==> src/rtl/lrsf_pkg.sv <==
package lrsf_pkg;

  // Defaults for the top-level parameters
  localparam int COORD_BITS_DEF = 19;
  localparam int ANGLE_BITS_DEF = 16;
  localparam int SECTORS_DEF    = 3;

  // Register file layout
  localparam int MAX_SECTORS = 3;
  localparam int RANGE_BITS  = 18;
  localparam int RANGE_SQ_W  = 2 * RANGE_BITS;
  localparam int CFG_IDX_W   = 3;

  typedef enum logic [CFG_IDX_W-1:0] {
    REG_MIN_RANGE = 3'd0,
    REG_MAX_RANGE = 3'd1,
    REG_SEC0_LOW  = 3'd2,
    REG_SEC0_HIGH = 3'd3,
    REG_SEC1_LOW  = 3'd4,
    REG_SEC1_HIGH = 3'd5,
    REG_SEC2_LOW  = 3'd6,
    REG_SEC2_HIGH = 3'd7
  } cfg_reg_e;

  // Reset values
  localparam logic [RANGE_BITS-1:0] MIN_RANGE_RST = 18'd100;
  localparam logic [RANGE_BITS-1:0] MAX_RANGE_RST = 18'd20000;
  localparam logic [31:0]           SEC_LOW_RST   = 32'h0000_7FFF;
  localparam logic [31:0]           SEC_HIGH_RST  = 32'h0000_8000;

  // Angle datapath: 2^31 is pi in the accumulator
  localparam int CORDIC_STAGES = 28;
  localparam int SCALE_BITS    = 16;
  localparam int ZW            = 34;
  localparam int RANGE_LAT     = 2;
  localparam int PIPE_LAT      = CORDIC_STAGES + 2;

  // Arctangent of 2^-i in accumulator units
  function automatic logic [31:0] atan_rom(input int unsigned idx);
    logic [31:0] v;
    unique case (idx)
      0:  v = 32'd536870912;
      1:  v = 32'd316933406;
      2:  v = 32'd167458907;
      3:  v = 32'd85004756;
      4:  v = 32'd42667331;
      5:  v = 32'd21354465;
      6:  v = 32'd10679838;
      7:  v = 32'd5340245;
      8:  v = 32'd2670163;
      9:  v = 32'd1335087;
      10: v = 32'd667544;
      11: v = 32'd333772;
      12: v = 32'd166886;
      13: v = 32'd83443;
      14: v = 32'd41722;
      15: v = 32'd20861;
      16: v = 32'd10430;
      17: v = 32'd5215;
      18: v = 32'd2608;
      19: v = 32'd1304;
      20: v = 32'd652;
      21: v = 32'd326;
      22: v = 32'd163;
      23: v = 32'd81;
      24: v = 32'd41;
      25: v = 32'd20;
      26: v = 32'd10;
      27: v = 32'd5;
      default: v = 32'd0;
    endcase
    return v;
  endfunction

endpackage

==> src/rtl/lrsf_cfg_regs.sv <==
module lrsf_cfg_regs
  import lrsf_pkg::*;
#(
  parameter int ANGLE_BITS = ANGLE_BITS_DEF,
  parameter int CFG_W      = RANGE_BITS
) (
  input  logic                         clk_i,
  input  logic                         rst_ni,
  input  logic                         cfg_we_i,
  input  logic [CFG_IDX_W-1:0]         cfg_idx_i,
  input  logic [CFG_W-1:0]             cfg_data_i,
  output logic [RANGE_SQ_W-1:0]        min_sq_o,
  output logic [RANGE_SQ_W-1:0]        max_sq_o,
  output logic signed [ANGLE_BITS-1:0] sec_lo_o [MAX_SECTORS],
  output logic signed [ANGLE_BITS-1:0] sec_hi_o [MAX_SECTORS]
);

  logic [RANGE_BITS-1:0]        min_q, max_q;
  logic [RANGE_SQ_W-1:0]        min_sq_q, max_sq_q;
  logic signed [ANGLE_BITS-1:0] lo_q [MAX_SECTORS];
  logic signed [ANGLE_BITS-1:0] hi_q [MAX_SECTORS];
  logic [ANGLE_BITS-1:0]        ang_wr;

  assign ang_wr = cfg_data_i[ANGLE_BITS-1:0];

  // Register writes
  always_ff @(posedge clk_i or negedge rst_ni) begin
    if (!rst_ni) begin
      min_q <= MIN_RANGE_RST;
      max_q <= MAX_RANGE_RST;
      for (int k = 0; k < MAX_SECTORS; k++) begin
        lo_q[k] <= ANGLE_BITS'(SEC_LOW_RST);
        hi_q[k] <= ANGLE_BITS'(SEC_HIGH_RST);
      end
    end else if (cfg_we_i) begin
      unique case (cfg_reg_e'(cfg_idx_i))
        REG_MIN_RANGE: min_q    <= cfg_data_i[RANGE_BITS-1:0];
        REG_MAX_RANGE: max_q    <= cfg_data_i[RANGE_BITS-1:0];
        REG_SEC0_LOW:  lo_q[0]  <= ang_wr;
        REG_SEC0_HIGH: hi_q[0]  <= ang_wr;
        REG_SEC1_LOW:  lo_q[1]  <= ang_wr;
        REG_SEC1_HIGH: hi_q[1]  <= ang_wr;
        REG_SEC2_LOW:  lo_q[2]  <= ang_wr;
        REG_SEC2_HIGH: hi_q[2]  <= ang_wr;
        default: ;
      endcase
    end
  end

  // Square the range limits in a register, off the point path
  always_ff @(posedge clk_i or negedge rst_ni) begin
    if (!rst_ni) begin
      min_sq_q <= RANGE_SQ_W'(MIN_RANGE_RST) * RANGE_SQ_W'(MIN_RANGE_RST);
      max_sq_q <= RANGE_SQ_W'(MAX_RANGE_RST) * RANGE_SQ_W'(MAX_RANGE_RST);
    end else begin
      min_sq_q <= min_q * min_q;
      max_sq_q <= max_q * max_q;
    end
  end

  assign min_sq_o = min_sq_q;
  assign max_sq_o = max_sq_q;
  assign sec_lo_o = lo_q;
  assign sec_hi_o = hi_q;

endmodule

==> config.mk <==
export PLATFORM = sky130hd
export DESIGN_NAME = lrsf_cfg_regs
export DESIGN_NICKNAME = d
export VERILOG_FILES = /design/src/rtl/lrsf_pkg.sv /design/src/rtl/lrsf_cfg_regs.sv
export SDC_FILE = /design/constraint.sdc
export NUM_CORES = 1
export LEC_CHECK = 0
export ABC_AREA = 1
export CAP_MARGIN = 25
export CORE_MARGIN = 2
export CORE_UTILIZATION = 45
export DETAILED_ROUTE_END_ITERATION = 8
export DONT_BUFFER_PORTS = 1
export HOLD_SLACK_MARGIN = 0.06
export SYNTH_ARGS = -nofsm -noshare
export SYNTH_HDL_FRONTEND = slang
export SYNTH_SLANG_ARGS = --single-unit
==> constraint.sdc <==
create_clock -name clk_i -period 11.5 [get_ports clk_i]
set_input_delay 2.3 -clock clk_i [delete_from_list [all_inputs] [get_ports clk_i]]
set_output_delay 2.3 -clock clk_i [all_outputs]
set_load 0.1 [all_outputs]
==> reports/metrics.yaml <==
critical_path:
  cp.required_ps: 11930
  cp_num_buf_inv: 4
  critPathTopFamily: "adder cells"
  cp_cell_sequence: "nand2_1, fa_1, inv_1, fa_1, inv_1, fa_1, fa_1, inv_1, fa_1, fa_1, ha_1, nand2_2, inv_2, nand2_1, nand2_1, a21oi_1, nand2_2, nand2_1, nand2_1, nand2_1, nand2_1"
  slowest_delay_ps: 950
  arrival_ps: 6270
  crit_slowest_cell: "dfrtp_1"
  crit_path_start_kind: "flip-flop"
  critical_path_class: "reg2reg"
  path_common_cell: "nand2_1"
  crit_fanout: 20
  cp-end-kind: "flip-flop"
timing:
  setup-violations-final: 0
  drv_slew: 0
  finClkSkew_ps: 29.34
  fin_crit_sh: 0.5076
  tightest_slew_ps: 981.0
  fmax_ghz: 0.1713
  post-route-min-period_ps: 5837
  tns_ps: 0
  hold_viol: 0
  relSlewSlack: 0.3460
  rsz0062_at_grt: "false"
cells_and_area:
  final_util: 0.4829
  area_growth_pct: 5.710
  layout_commonest_cell: "inv_1"
  finalInstanceArea_um2: 27910
  layout-drive-gt1-share: 0.06268
  finalNetCount: 3839
  diodes: 0
  fillers: 5542
  final_cell_mix: "inv_1 (949), nand2_1 (844), fa_1 (434), ha_1 (224), dfrtp_1 (129)"
synthesis:
  synth.ff_latch_count: 202
  synth_top_area_cell: "fa_1"
  synthTopCellsByArea: "fa_1 (33%), inv_1 (13%), dfrtp_1 (12%), nand2_1 (12%), ha_1 (11%)"
  ys_seq_area_frac: 0.1949
  synth_edf_count: 0
  syn_inst: 3225
  yosysTopAreaCellShare: 0.3290
  synth-main-ff-cell: "dfrtp_1"
  ys_types: 31
  async_flop_share: 1.000
  syn_avg_cell_area_um2: 8.188
  yosysWarnings: 0
  synth_area_um2: 26410
drt:
  routedWlPerCell_um: 15.79
  postRouteAntennaNets: 0
  dr.pass1.iters: 5
  vias: 18710
  drc: 0
  avgViaCountPerCell: 4.750
  wl_um: 62230
  dr.first_iter.drc_count: 991
clocking:
  clock_path_buffers: 3
  cts_hold_buf: 0
  cts_tree: "built"
  cts_buffers: 24
  cts_resized: 0
  cts.sinks: 202
  path_clk_slew_ps: 70
  ctsHtreeMaxLevel: 1
  post_cts_buffers: 0
  insertion_delay_ps: 570
  ctsRootBufferMaster: "clkbuf_16"
run_status:
  status: "completed"
die:
  pin_count: 192
  dieArea_um2: 60630
  fp.dieH_um: 246.2
  core_um2: 57810
  start_util: 0.4568
  die-width_um: 246.2
  rows: 88
global_route:
  grt_max_degree: 203
  grt_pass1_wl_um: 104500
  overflow: 0
  grt_pass1_vias: 20270
  track_usage: 0.2168
  grt_antenna_before_repair: 0
place:
  io_buffers: 0
  placed_area_um2: 26970
  place_congestion: 0.8542
  dp_hpwl_um: 49480
worst_hold_path:
  hold_class: "reg2reg"
run:
  cap_violations: 0
metrics by stage:
stage               hold WS [ps]  instances  setup WS [ps]
finish                     695.5       3940           5663
global route               739.5       3940           5286
CTS                        703.9       3937           5656
detailed placement         694.1       3893           5674
global placement           687.7       3893           5728
floorplan                  351.9       3226           6040
area by class of cell:
| type | instances | area, um2 | share of cell area |
|---|---|---|---|
| Tap cell | 765 | 957.2 | 0.03429 |
| Clock buffer | 30 | 673.1 | 0.02411 |
| Multi-Input combinational cell | 1965 | 17260 | 0.6185 |
| Inverter | 961 | 3607 | 0.1292 |
| Timing Repair Buffer | 3 | 70.07 | 0.002510 |
| Clock inverter | 14 | 196.4 | 0.007037 |
| Sequential cell | 202 | 5146 | 0.1844 |
cell families (layout without fill, tap and decap cells):
family,count (synthesis),after routing,synth area share
AOI/OAI and AO/OA,193,193,0.03828
xor gates and xnor gates,51,51,0.01692
adders and majority gates,658,658,0.4352
buffers and inverters,1059,1008,0.1515
DFF,202,202,0.1949
other,1,2,0.0001420
and+or+nand+nor,1061,1061,0.1631
state kept, by name, summed over array words and instances, names as in the netlist:
signal and cells:
max_sq_o 35, max_q 18, min_q 18, sec_hi_o 48, sec_lo_o 48, min_sq_o 35
cells in the mapped netlist, drive strengths merged, types with 7 or more instances:
cell,n
dfstp,73
xnor2,14
a21oi,63
fa,434
nor3,9
nand3,58
xor2,37
nand4,10
clkbuf,59
dfrtp,129
inv,961
o21ai,118
o21bai,7
ha,224
nand2,873
nor2,106
buf,39
path summary, 6_finish.rpt:
check                                startpoint                      to  slack [ps]  cells past startpoint
setup / recovery           max_q[4]$_DFFE_PN0P_  max_sq_o[34]$_DFF_PN0_        5660                     21
hold / removal             min_q[2]$_DFFE_PN1P_    min_q[2]$_DFFE_PN1P_         700                      2
setup reg to reg           max_q[4]$_DFFE_PN0P_  max_sq_o[34]$_DFF_PN0_        5660                     21
hold reg to reg            min_q[2]$_DFFE_PN1P_    min_q[2]$_DFFE_PN1P_         700                      2
max in group asynchronous                rst_ni    max_q[5]$_DFFE_PN1P_        9650                      0
min in group asynchronous                rst_ni   min_sq_o[6]$_DFF_PN0_        1420                      0
tightest hold or removal path, delay by kind of cell (launching register included):
| kind | cells | cell delay (ps) |
|---|---|---|
| compound gates | 1 | 70 |
| simple gates | 1 | 110 |
| flops | 1 | 510 |
routing by layer:
layer | wire, um | global-route usage
met5 | 0 | 0
met4 | 1237 | 0.04759
met3 | 4064 | 0.03987
met2 | 28410 | 0.3559
met1 | 28510 | 0.2989
Power is not shown: default switching activity piles up to over one toggle a cycle in this logic, so the estimate is an artifact.
