## config.mk

```make
export PLATFORM = sky130hd
export DESIGN_NAME = lrsf_range
export DESIGN_NICKNAME = d
export VERILOG_FILES = /design/src/rtl/lrsf_pkg.sv /design/src/rtl/lrsf_range.sv
export SDC_FILE = /design/constraint.sdc
export NUM_CORES = 1
export LEC_CHECK = 0
export ABC_AREA = 1
export BUFFER_PORTS_ARGS = -buffer_cell sky130_fd_sc_hd__clkbuf_2
export CORE_MARGIN = 5
export CORE_UTILIZATION = 45
export CTS_CLUSTER_DIAMETER = 80
export DETAILED_ROUTE_END_ITERATION = 10
export PLACE_DENSITY = 0.66
export SYNTH_ARGS = -nofsm -noshare
export SYNTH_HDL_FRONTEND = slang
export SYNTH_SLANG_ARGS = --single-unit
```

## constraint.sdc

```tcl
create_clock -name clk_i -period 12.1 [get_ports clk_i]
set_clock_uncertainty 0.05 [all_clocks]
set_input_delay 0.605 -clock clk_i [delete_from_list [all_inputs] [get_ports clk_i]]
set_output_delay 0.605 -clock clk_i [all_outputs]
set_load 0.02 [all_outputs]
```

## src/rtl/lrsf_pkg.sv

```systemverilog
package lrsf_pkg;

  // Defaults for the top-level parameters
  localparam int COORD_BITS_DEF = 19;
  localparam int ANGLE_BITS_DEF = 16;
  localparam int SECTORS_DEF    = 3;

  // Register file layout
  localparam int MAX_SECTORS = 3;
  localparam int RANGE_BITS  = 18;
  localparam int RANGE_SQ_W  = 2 * RANGE_BITS;
  localparam int CFG_IDX_W   = 3;

  typedef enum logic [CFG_IDX_W-1:0] {
    REG_MIN_RANGE = 3'd0,
    REG_MAX_RANGE = 3'd1,
    REG_SEC0_LOW  = 3'd2,
    REG_SEC0_HIGH = 3'd3,
    REG_SEC1_LOW  = 3'd4,
    REG_SEC1_HIGH = 3'd5,
    REG_SEC2_LOW  = 3'd6,
    REG_SEC2_HIGH = 3'd7
  } cfg_reg_e;

  // Reset values
  localparam logic [RANGE_BITS-1:0] MIN_RANGE_RST = 18'd100;
  localparam logic [RANGE_BITS-1:0] MAX_RANGE_RST = 18'd20000;
  localparam logic [31:0]           SEC_LOW_RST   = 32'h0000_7FFF;
  localparam logic [31:0]           SEC_HIGH_RST  = 32'h0000_8000;

  // Angle datapath: 2^31 is pi in the accumulator
  localparam int CORDIC_STAGES = 28;
  localparam int SCALE_BITS    = 16;
  localparam int ZW            = 34;
  localparam int RANGE_LAT     = 2;
  localparam int PIPE_LAT      = CORDIC_STAGES + 2;

  // Arctangent of 2^-i in accumulator units
  function automatic logic [31:0] atan_rom(input int unsigned idx);
    logic [31:0] v;
    unique case (idx)
      0:  v = 32'd536870912;
      1:  v = 32'd316933406;
      2:  v = 32'd167458907;
      3:  v = 32'd85004756;
      4:  v = 32'd42667331;
      5:  v = 32'd21354465;
      6:  v = 32'd10679838;
      7:  v = 32'd5340245;
      8:  v = 32'd2670163;
      9:  v = 32'd1335087;
      10: v = 32'd667544;
      11: v = 32'd333772;
      12: v = 32'd166886;
      13: v = 32'd83443;
      14: v = 32'd41722;
      15: v = 32'd20861;
      16: v = 32'd10430;
      17: v = 32'd5215;
      18: v = 32'd2608;
      19: v = 32'd1304;
      20: v = 32'd652;
      21: v = 32'd326;
      22: v = 32'd163;
      23: v = 32'd81;
      24: v = 32'd41;
      25: v = 32'd20;
      26: v = 32'd10;
      27: v = 32'd5;
      default: v = 32'd0;
    endcase
    return v;
  endfunction

endpackage

```

## src/rtl/lrsf_range.sv

```systemverilog
module lrsf_range
  import lrsf_pkg::*;
#(
  parameter int COORD_BITS = COORD_BITS_DEF
) (
  input  logic                         clk_i,
  input  logic                         en_i,
  input  logic signed [COORD_BITS-1:0] x_i,
  input  logic signed [COORD_BITS-1:0] y_i,
  input  logic [RANGE_SQ_W-1:0]        min_sq_i,
  input  logic [RANGE_SQ_W-1:0]        max_sq_i,
  output logic                         in_range_o
);

  localparam int SQ_W  = 2 * COORD_BITS;
  localparam int R2_W  = SQ_W + 1;
  localparam int CMP_W = (R2_W > RANGE_SQ_W) ? R2_W : RANGE_SQ_W;

  logic [COORD_BITS-1:0] ax, ay;
  logic [SQ_W-1:0]       sqx_d, sqy_d, sqx_q, sqy_q;
  logic [R2_W-1:0]       r2;
  logic [CMP_W-1:0]      r2_ext, min_ext, max_ext;
  logic                  in_range_d, in_range_q;

  // Stage one: magnitudes and squares
  always_comb begin
    ax    = x_i[COORD_BITS-1] ? (~x_i + 1'b1) : x_i;
    ay    = y_i[COORD_BITS-1] ? (~y_i + 1'b1) : y_i;
    sqx_d = SQ_W'(ax) * SQ_W'(ax);
    sqy_d = SQ_W'(ay) * SQ_W'(ay);
  end

  always_ff @(posedge clk_i) begin
    if (en_i) begin
      sqx_q <= sqx_d;
      sqy_q <= sqy_d;
    end
  end

  // Stage two: sum and compare against the squared limits
  always_comb begin
    r2         = R2_W'(sqx_q) + R2_W'(sqy_q);
    r2_ext     = CMP_W'(r2);
    min_ext    = CMP_W'(min_sq_i);
    max_ext    = CMP_W'(max_sq_i);
    in_range_d = !(r2_ext < min_ext) && !(r2_ext > max_ext);
  end

  always_ff @(posedge clk_i) begin
    if (en_i) begin
      in_range_q <= in_range_d;
    end
  end

  assign in_range_o = in_range_q;

endmodule

```

==> results of run 1 <==
[routing by layer]
metal | up-vias | track usage
met2 | 577 | 0.376
li1 | 10600 | -
met1 | 10600 | 0.289
met3 | 93 | 0.0220
met4 | 0 | 0.0414
met5 | - | 0
[cell usage in the layout, fill, tap and decap left out, types with 5 or more instances in the layout]
cell type	count
fa_1	496
inv_2	27
nor2_2	19
clkinv_2	5
xnor2_1	26
conb_1	28
nand3_2	8
ha_1	348
nor2_1	337
inv_1	967
buf_4	8
nand2_1	559
nor3_1	30
or2_2	7
o21a_1	8
edfxtp_1	75
xor2_1	85
nand3_1	71
clkbuf_2	111
nor4_1	5
a31oi_1	18
o21ai_1	8
clkbuf_16	9
a21oi_1	133
o21bai_1	9
nand4_1	21
clkinv_1	10
nand2_2	18
a21o_1	24
o21ai_0	69
[cell families (layout without fill, tap and decap cells)]
| group | count (synthesis) | count (layout) | synth area share |
|---|---|---|---|
| adders and majority gates | 844 | 844 | 0.511 |
| xor gates and xnor gates | 118 | 118 | 0.0396 |
| and+or+nand+nor | 1097 | 1097 | 0.165 |
| AOI/OAI and AO/OA | 297 | 297 | 0.0613 |
| buffers and inverters | 1047 | 1141 | 0.143 |
| DFF | 75 | 75 | 0.0805 |
| other | 2 | 28 | 0.000269 |
[cell type report]
type / count / area [um^2] / area share
well taps: 837 / 1050 / 0.0352
repair buffers: 119 / 616 / 0.0207
flip-flops and latches: 75 / 2250 / 0.0756
inverters: 1006 / 3780 / 0.127
multi-input cells: 2384 / 21800 / 0.733
clock buffers: 10 / 229 / 0.00769
clock inverters: 6 / 32.5 / 0.00109
[per-stage QoR]
step	utilization	instances	worst slack (ns)	hold WS (ns)	cell area (um^2)
after floorplan	-	3506	4.82	0.654	28100
after global placement	0.479	4421	3.42	0.828	29500
after CTS	0.483	4437	3.64	0.466	29800
final	0.483	4437	3.61	0.473	29800
after detailed placement	0.479	4421	3.31	0.828	29500
after global routing	0.483	4437	3.15	0.473	29800
[registers in the layout, indices dropped and copies added, names as in the netlist]
name / count
sqx_q: 37
sqy_q: 37
in_range_o: 1
[critical path, delay by kind of cell]
| family | cells | cell delay (ns) |
|---|---|---|
| AO/OA/AOI/OAI | 2 | 0.44 |
| XOR/XNOR | 1 | 0.15 |
| adder cells (fa/ha/maj) | 8 | 3.73 |
| buffers and inverters | 11 | 1.67 |
| AND/OR/NAND/NOR | 13 | 1.89 |
[path summary, 6_finish.rpt]
check                                from    endpoint  slack [ns]
worst min register to register  sqy_q[37]  in_range_o        1.08
worst min-delay path               x_i[0]    sqx_q[0]        0.47
worst max register to register   sqx_q[3]  in_range_o        8.39
worst max-delay path               y_i[0]   sqy_q[25]        3.61
==> flow_summary.json, run 1 <==
{
  "grt_pass1_wl_um": 116000,
  "syn_to_final_growth_pct": 6.50,
  "wl_per_cell_um": 15.8,
  "cp_max_fo": 19,
  "routed.top_layer": "met4",
  "synth_top_area_share": 0.355,
  "clock_sinks": 75,
  "fin_crit_sh": 0.702,
  "die_w_um": 259,
  "hold_viol_final": 0,
  "syn-cell-area_um2": 28000,
  "cts_root_buf": "clkbuf_16",
  "synth_top_area_cell": "fa_1",
  "final_nets": 4551,
  "cts_buffers": 9,
  "endpoint_kind": "flop",
  "num_rows": 91,
  "hold_buffers": 0,
  "worst-setup-path-type": "in -> reg",
  "wl_met2_um": 34200,
  "drt-initial-drc-count": 1327,
  "setup_viol": 0,
  "synth_seq_area_share": 0.0805,
  "wl_um": 70000,
  "worstHoldPathType": "in -> reg",
  "whs_path_depth": 1,
  "synth_cell_types": 62,
  "avgSynthCellArea_um2": 8.04,
  "drive_gt1_frac": 0.0669,
  "slowest_delay_ns": 0.59,
  "core_area_um2": 61600,
  "slew-limit-headroom": 0.280,
  "async_flop_share": 0,
  "fmax_ghz": 0.118,
  "synth_edf_count": 75,
  "synth_warnings": 0,
  "crit_required_ns": 12.12,
  "syn_inst": 3480,
  "synthTopCellsByArea": "fa_1 (36%), ha_1 (16%), inv_1 (13%), edfxtp_1 (8.1%), nand2_1 (7.5%)",
  "dpl.hpwl_um": 61600,
  "clk_pin_slew_ns": 0.06,
  "cap_violations": 0,
  "worstPathArrival_ns": 8.51,
  "antenna_left": 0,
  "ys_seq_elements": 75,
  "cts_resized": 0,
  "rsz0062_at_grt": "no",
  "clockBufferDepth": 2,
  "worstMarginPinSlew_ns": 1.08,
  "synth_common_cells": "inv_1 (967), nand2_1 (559), fa_1 (496)",
  "critPathLaunchType": "input pin",
  "htreeDepth": 3,
  "fin_setup_tns_ns": 0,
  "cp_slowest_cell": "clkinv_1",
  "min_period_ns": 8.49,
  "place_congestion": 0.930,
  "grt_pass1_vias": 23200,
  "r2r_cells": 21,
  "antenna_found_initial": 0,
  "fill_cells": 6061,
  "slew_violations": 0,
  "drc": 0,
  "route.met3.wl_um": 3570,
  "wl_met1_um": 30700,
  "io_pins": 113,
  "cpMostUsedCell": "inv_1",
  "synth-main-ff-cell": "edfxtp_1",
  "via_per_inst": 4.93,
  "status": "finished clean",
  "grtUsageTotal": 0.213,
  "firstDrtPassIters": 5,
  "die-height_um": 259,
  "die_area_um2": 67200,
  "yosysMostFrequentCell": "inv_1",
  "grt_max_degree": 76,
  "via_count": 21900,
  "num_antenna_cells": 0,
  "cts_tree": "done",
  "gr-total-overflow": 0,
  "place.port_buffers": 112,
  "clock_latency_ns": 0.34,
  "cts_setup_buffers": 0,
  "start_util": 0.454
}
Power of run 1 is not shown: default switching activity piles up to over one toggle a cycle in this logic, so the estimate is an artifact.
==> run 2: changes to the inputs <==
PLACE_DENSITY = 0.69   (was 0.66)
clock period = 7.3 ns   (was 12.1 ns; I/O delays follow)
==> flow_summary.json, run 2 (synthesis gave the netlist of run 1 again) <==
{
  "cts_root_buf": "clkbuf_16",
  "min_to": "sqx_q[0]",
  "rsz0062_at_grt": "no",
  "dpl.hpwl_um": 63100,
  "final_cell_mix": "inv_1 (967), nand2_1 (559), fa_1 (496), ha_1 (348), nor2_1 (334)",
  "drive_gt1_frac": 0.0836,
  "grt_pass1_vias": 23100,
  "syn_to_final_growth_pct": 8.36,
  "die-height_um": 259,
  "status": "finished clean",
  "wl_per_cell_um": 15.6,
  "timing.rr.end": "in_range_o",
  "grt_pass1_wl_um": 116000,
  "clock_latency_ns": 0.34,
  "fmax_ghz": 0.145,
  "min_from": "x_i[0]",
  "fin_setup_tns_ns": 0,
  "cap_violations": 0,
  "drt-initial-drc-count": 1405,
  "cts_tree": "done",
  "antenna_left": 0,
  "gr-total-overflow": 0,
  "worstMarginPinSlew_ns": 0.959,
  "htreeDepth": 3,
  "cts_buffers": 9,
  "antenna_found_initial": 1,
  "min_period_ns": 6.88,
  "r2r_cells": 21,
  "wl_um": 70400,
  "fill_cells": 5942,
  "clk_pin_slew_ns": 0.06,
  "final_core_util": 0.492,
  "fin_crit_sh": 0.942,
  "cp_slowest_cell": "fa_1",
  "worst-setup-path-type": "in -> reg",
  "die_area_um2": 67200,
  "rr_startpoint": "sqx_q[3]",
  "num_antenna_cells": 0,
  "endpoint_kind": "flop",
  "place_congestion": 0.963,
  "cp_max_fo": 6,
  "start_util": 0.454,
  "slowest_delay_ns": 0.56,
  "place.port_buffers": 112,
  "core_area_um2": 61600,
  "whs_path_depth": 2,
  "grt_max_degree": 76,
  "via_count": 22100,
  "grtUsageTotal": 0.213,
  "cpMostUsedCell": "fa_1",
  "io_pins": 113,
  "num_rows": 91,
  "clock_sinks": 75,
  "worstPathArrival_ns": 6.91,
  "final_nets": 4614,
  "rrSetupSlack_ns": 3.56,
  "die_w_um": 259,
  "firstDrtPassIters": 9,
  "critPathLaunchType": "input pin",
  "crit_required_ns": 7.33,
  "worstHoldPathType": "in -> reg",
  "final_common_cell": "inv_1",
  "hold_buffers": 0,
  "slew_violations": 0,
  "slew-limit-headroom": 0.361,
  "clockBufferDepth": 2,
  "setup_viol": 0,
  "via_per_inst": 4.92,
  "drc": 0,
  "hold_viol_final": 0
}
run 2: cell count changes in the layout (fill, tap and decap cells not counted), sizes merged:
cell	delta
bufinv	+1
clkinv	-2
buf	+63
run 2: how the worst max path moves through the flow:
stage | startpoint | end | slack, ns
5_1_grt | y_i[0] | sqy_q[34] | 0.003
6_report | y_i[0] | sqy_q[29] | 0.42
4_1_cts | y_i[0] | sqy_q[36] | 0.42
3_5_place_dp | y_i[0] | sqy_q[36] | 0.09
3_3_place_gp | y_i[0] | sqy_q[29] | 0.17
2_1_floorplan | y_i[0] | sqy_q[25] | 0.26
run 2: metrics by stage:
stage	cell area, um^2	setup slack, ns	hold WS [ns]	std cells
6_report	30300	0.424	0.381	4499
5_1_grt	30300	0.00336	0.367	4499
4_1_cts	30300	0.420	0.368	4499
3_5_place_dp	30000	0.0879	0.713	4484
3_3_place_gp	30000	0.170	0.706	4484
2_1_floorplan	28100	0.258	0.414	3506
run 2: repair_timing:
action	in CTS	in global routing
buffers inserted	0	0
setup endpoints to repair	0	3
gates resized for setup	0	4
run 2: area by class of cell:
| class | instances | area (um^2) | share of cell area |
|---|---|---|---|
| clock inverters | 5 | 55.1 | 0.00182 |
| multi-input cells | 2384 | 21800 | 0.720 |
| well taps | 837 | 1050 | 0.0346 |
| repair buffers | 182 | 1100 | 0.0363 |
| clock buffers | 10 | 229 | 0.00756 |
| flip-flops and latches | 75 | 2250 | 0.0743 |
| inverters | 1006 | 3780 | 0.125 |
run 2: critical path, delay by kind of cell:
kind            cells  cell delay [ns]
compound gates      3             0.54
fa+ha+maj           8             3.45
simple gates       11             1.36
buf+inv             9             0.77
xor+xnor            2             0.41
run 2: per-layer routing:
| metal | share of wire | wire (um) | vias up | GRT usage |
|---|---|---|---|---|
| li1 | - | - | 10700 | - |
| met1 | 0.43 | 30500 | 10700 | 0.291 |
| met2 | 0.49 | 34800 | 569 | 0.377 |
| met3 | 0.050 | 3490 | 94 | 0.0160 |
| met4 | 0.023 | 1590 | 0 | 0.0412 |
| met5 | 0 | 0 | - | 0 |
Power of run 2 is left out for the same reason.
==> run 3: changes to the inputs <==
CORE_MARGIN = unset   (was 5)
==> flow_summary.json, run 3 (synthesis gave the netlist of run 1 again) <==
{
  "fin_cells": 4497,
  "drc": 0,
  "gr-total-overflow": 0,
  "syn_to_final_growth_pct": 8.44,
  "fin_setup_tns_ns": 0,
  "htreeDepth": 3,
  "fmax_ghz": 0.144,
  "hold_viol_final": 0,
  "worstPathArrival_ns": 6.98,
  "cts_root_buf": "clkbuf_16",
  "final_cell_mix": "inv_1 (966), nand2_1 (558), fa_1 (496), ha_1 (348), nor2_1 (334)",
  "worstHoldPathType": "in -> reg",
  "clockBufferDepth": 2,
  "num_rows": 91,
  "slowest_delay_ns": 0.56,
  "setup_viol": 0,
  "via_count": 22000,
  "min_period_ns": 6.93,
  "start_util": 0.454,
  "drt-initial-drc-count": 1268,
  "cp_slowest_cell": "fa_1",
  "cts_tree": "done",
  "fill_cells": 5965,
  "fin_crit_sh": 0.949,
  "grt_pass1_wl_um": 116000,
  "cts_buffers": 9,
  "antenna_found_initial": 1,
  "slew-limit-headroom": 0.328,
  "cap_violations": 0,
  "io_pins": 113,
  "endpoint_kind": "flop",
  "clk_pin_slew_ns": 0.06,
  "crit_required_ns": 7.35,
  "placed_cell_area_um2": 30000,
  "hold_buffers": 0,
  "worstMarginPinSlew_ns": 1.01,
  "grt_pass1_vias": 23200,
  "firstDrtPassIters": 5,
  "worst-setup-path-type": "in -> reg",
  "drive_gt1_frac": 0.0844,
  "place.port_buffers": 112,
  "rsz0062_at_grt": "no",
  "die-height_um": 251,
  "final_common_cell": "inv_1",
  "slew_violations": 0,
  "critPathLaunchType": "input pin",
  "die_w_um": 251,
  "cp_max_fo": 7,
  "clock_sinks": 75,
  "place_congestion": 0.958,
  "status": "finished clean",
  "final_nets": 4611,
  "grtUsageTotal": 0.232,
  "wl_per_cell_um": 15.6,
  "fin_area_um2": 30300,
  "dpl.hpwl_um": 62700,
  "core_area_um2": 61600,
  "dp.cells": 4480,
  "die_area_um2": 63100,
  "num_antenna_cells": 0,
  "via_per_inst": 4.89,
  "wl_um": 70100,
  "grt_max_degree": 76,
  "cpMostUsedCell": "fa_1",
  "clock_latency_ns": 0.34,
  "antenna_left": 0
}
[run 3: cell types whose count changed in the layout (fill, tap and decap cells not counted), moves of 2 or more]
cell / before / now
buf_4: 70 / 68
clkinv_1: 11 / 9
inv_8: 0 / 2
nor3_2: 5 / 3
[run 3: stage by stage]
stage / util / hold slack [ns] / setup WS (ns)
2_1_floorplan: - / 0.414 / 0.258
3_3_place_gp: 0.486 / 0.675 / 0.0793
3_5_place_dp: 0.486 / 0.679 / 0.0642
4_1_cts: 0.492 / 0.325 / 0.432
5_1_grt: 0.492 / 0.328 / 0.00810
6_report: 0.492 / 0.347 / 0.370
[run 3: layout make-up]
cell class / instances / area (um^2) / area share
multi-input cells: 2384 / 21800 / 0.720
inverters: 1006 / 3780 / 0.125
flip-flops and latches: 75 / 2250 / 0.0743
repair buffers: 179 / 1070 / 0.0352
well taps: 837 / 1050 / 0.0345
clock buffers: 9 / 225 / 0.00743
clock inverters: 7 / 108 / 0.00355
[run 3: path summary, 6_finish.rpt]
check / start / to / slack (ns) / depth (start not counted)
setup / recovery: y_i[0] / sqy_q[36] / 0.37 / 30
hold / removal: y_i[0] / sqy_q[0] / 0.35 / 1
setup reg to reg: sqx_q[3] / in_range_o / 3.43 / 16
hold reg to reg: sqy_q[37] / in_range_o / 1.11 / 6
[run 3: what timing repair did]
item / 4_1_cts / 5_1_grt
endpoints found under the setup margin: 0 / 2
resized for setup: 0 / 7
buffers inserted: 0 / 1
endpoints found under the hold margin: 0 / 0
[run 3: metal layers]
| metal | global-route usage | up-vias | part of all wire |
|---|---|---|---|
| li1 | - | 10700 | - |
| met1 | 0.306 | 10600 | 0.44 |
| met2 | 0.411 | 518 | 0.49 |
| met3 | 0.0202 | 100 | 0.042 |
| met4 | 0.0549 | 2 | 0.024 |
| met5 | 0 | - | 0.00023 |
[run 3: worst max-delay path, delay by kind of cell]
family,cells,cell delay (ns)
AOI/OAI and AO/OA,5,1.02
xor gates and xnor gates,2,0.51
adders and majority gates,8,3.43
buffers and inverters,9,0.86
and+or+nand+nor,6,0.75
Power of run 3 is left out for the same reason.
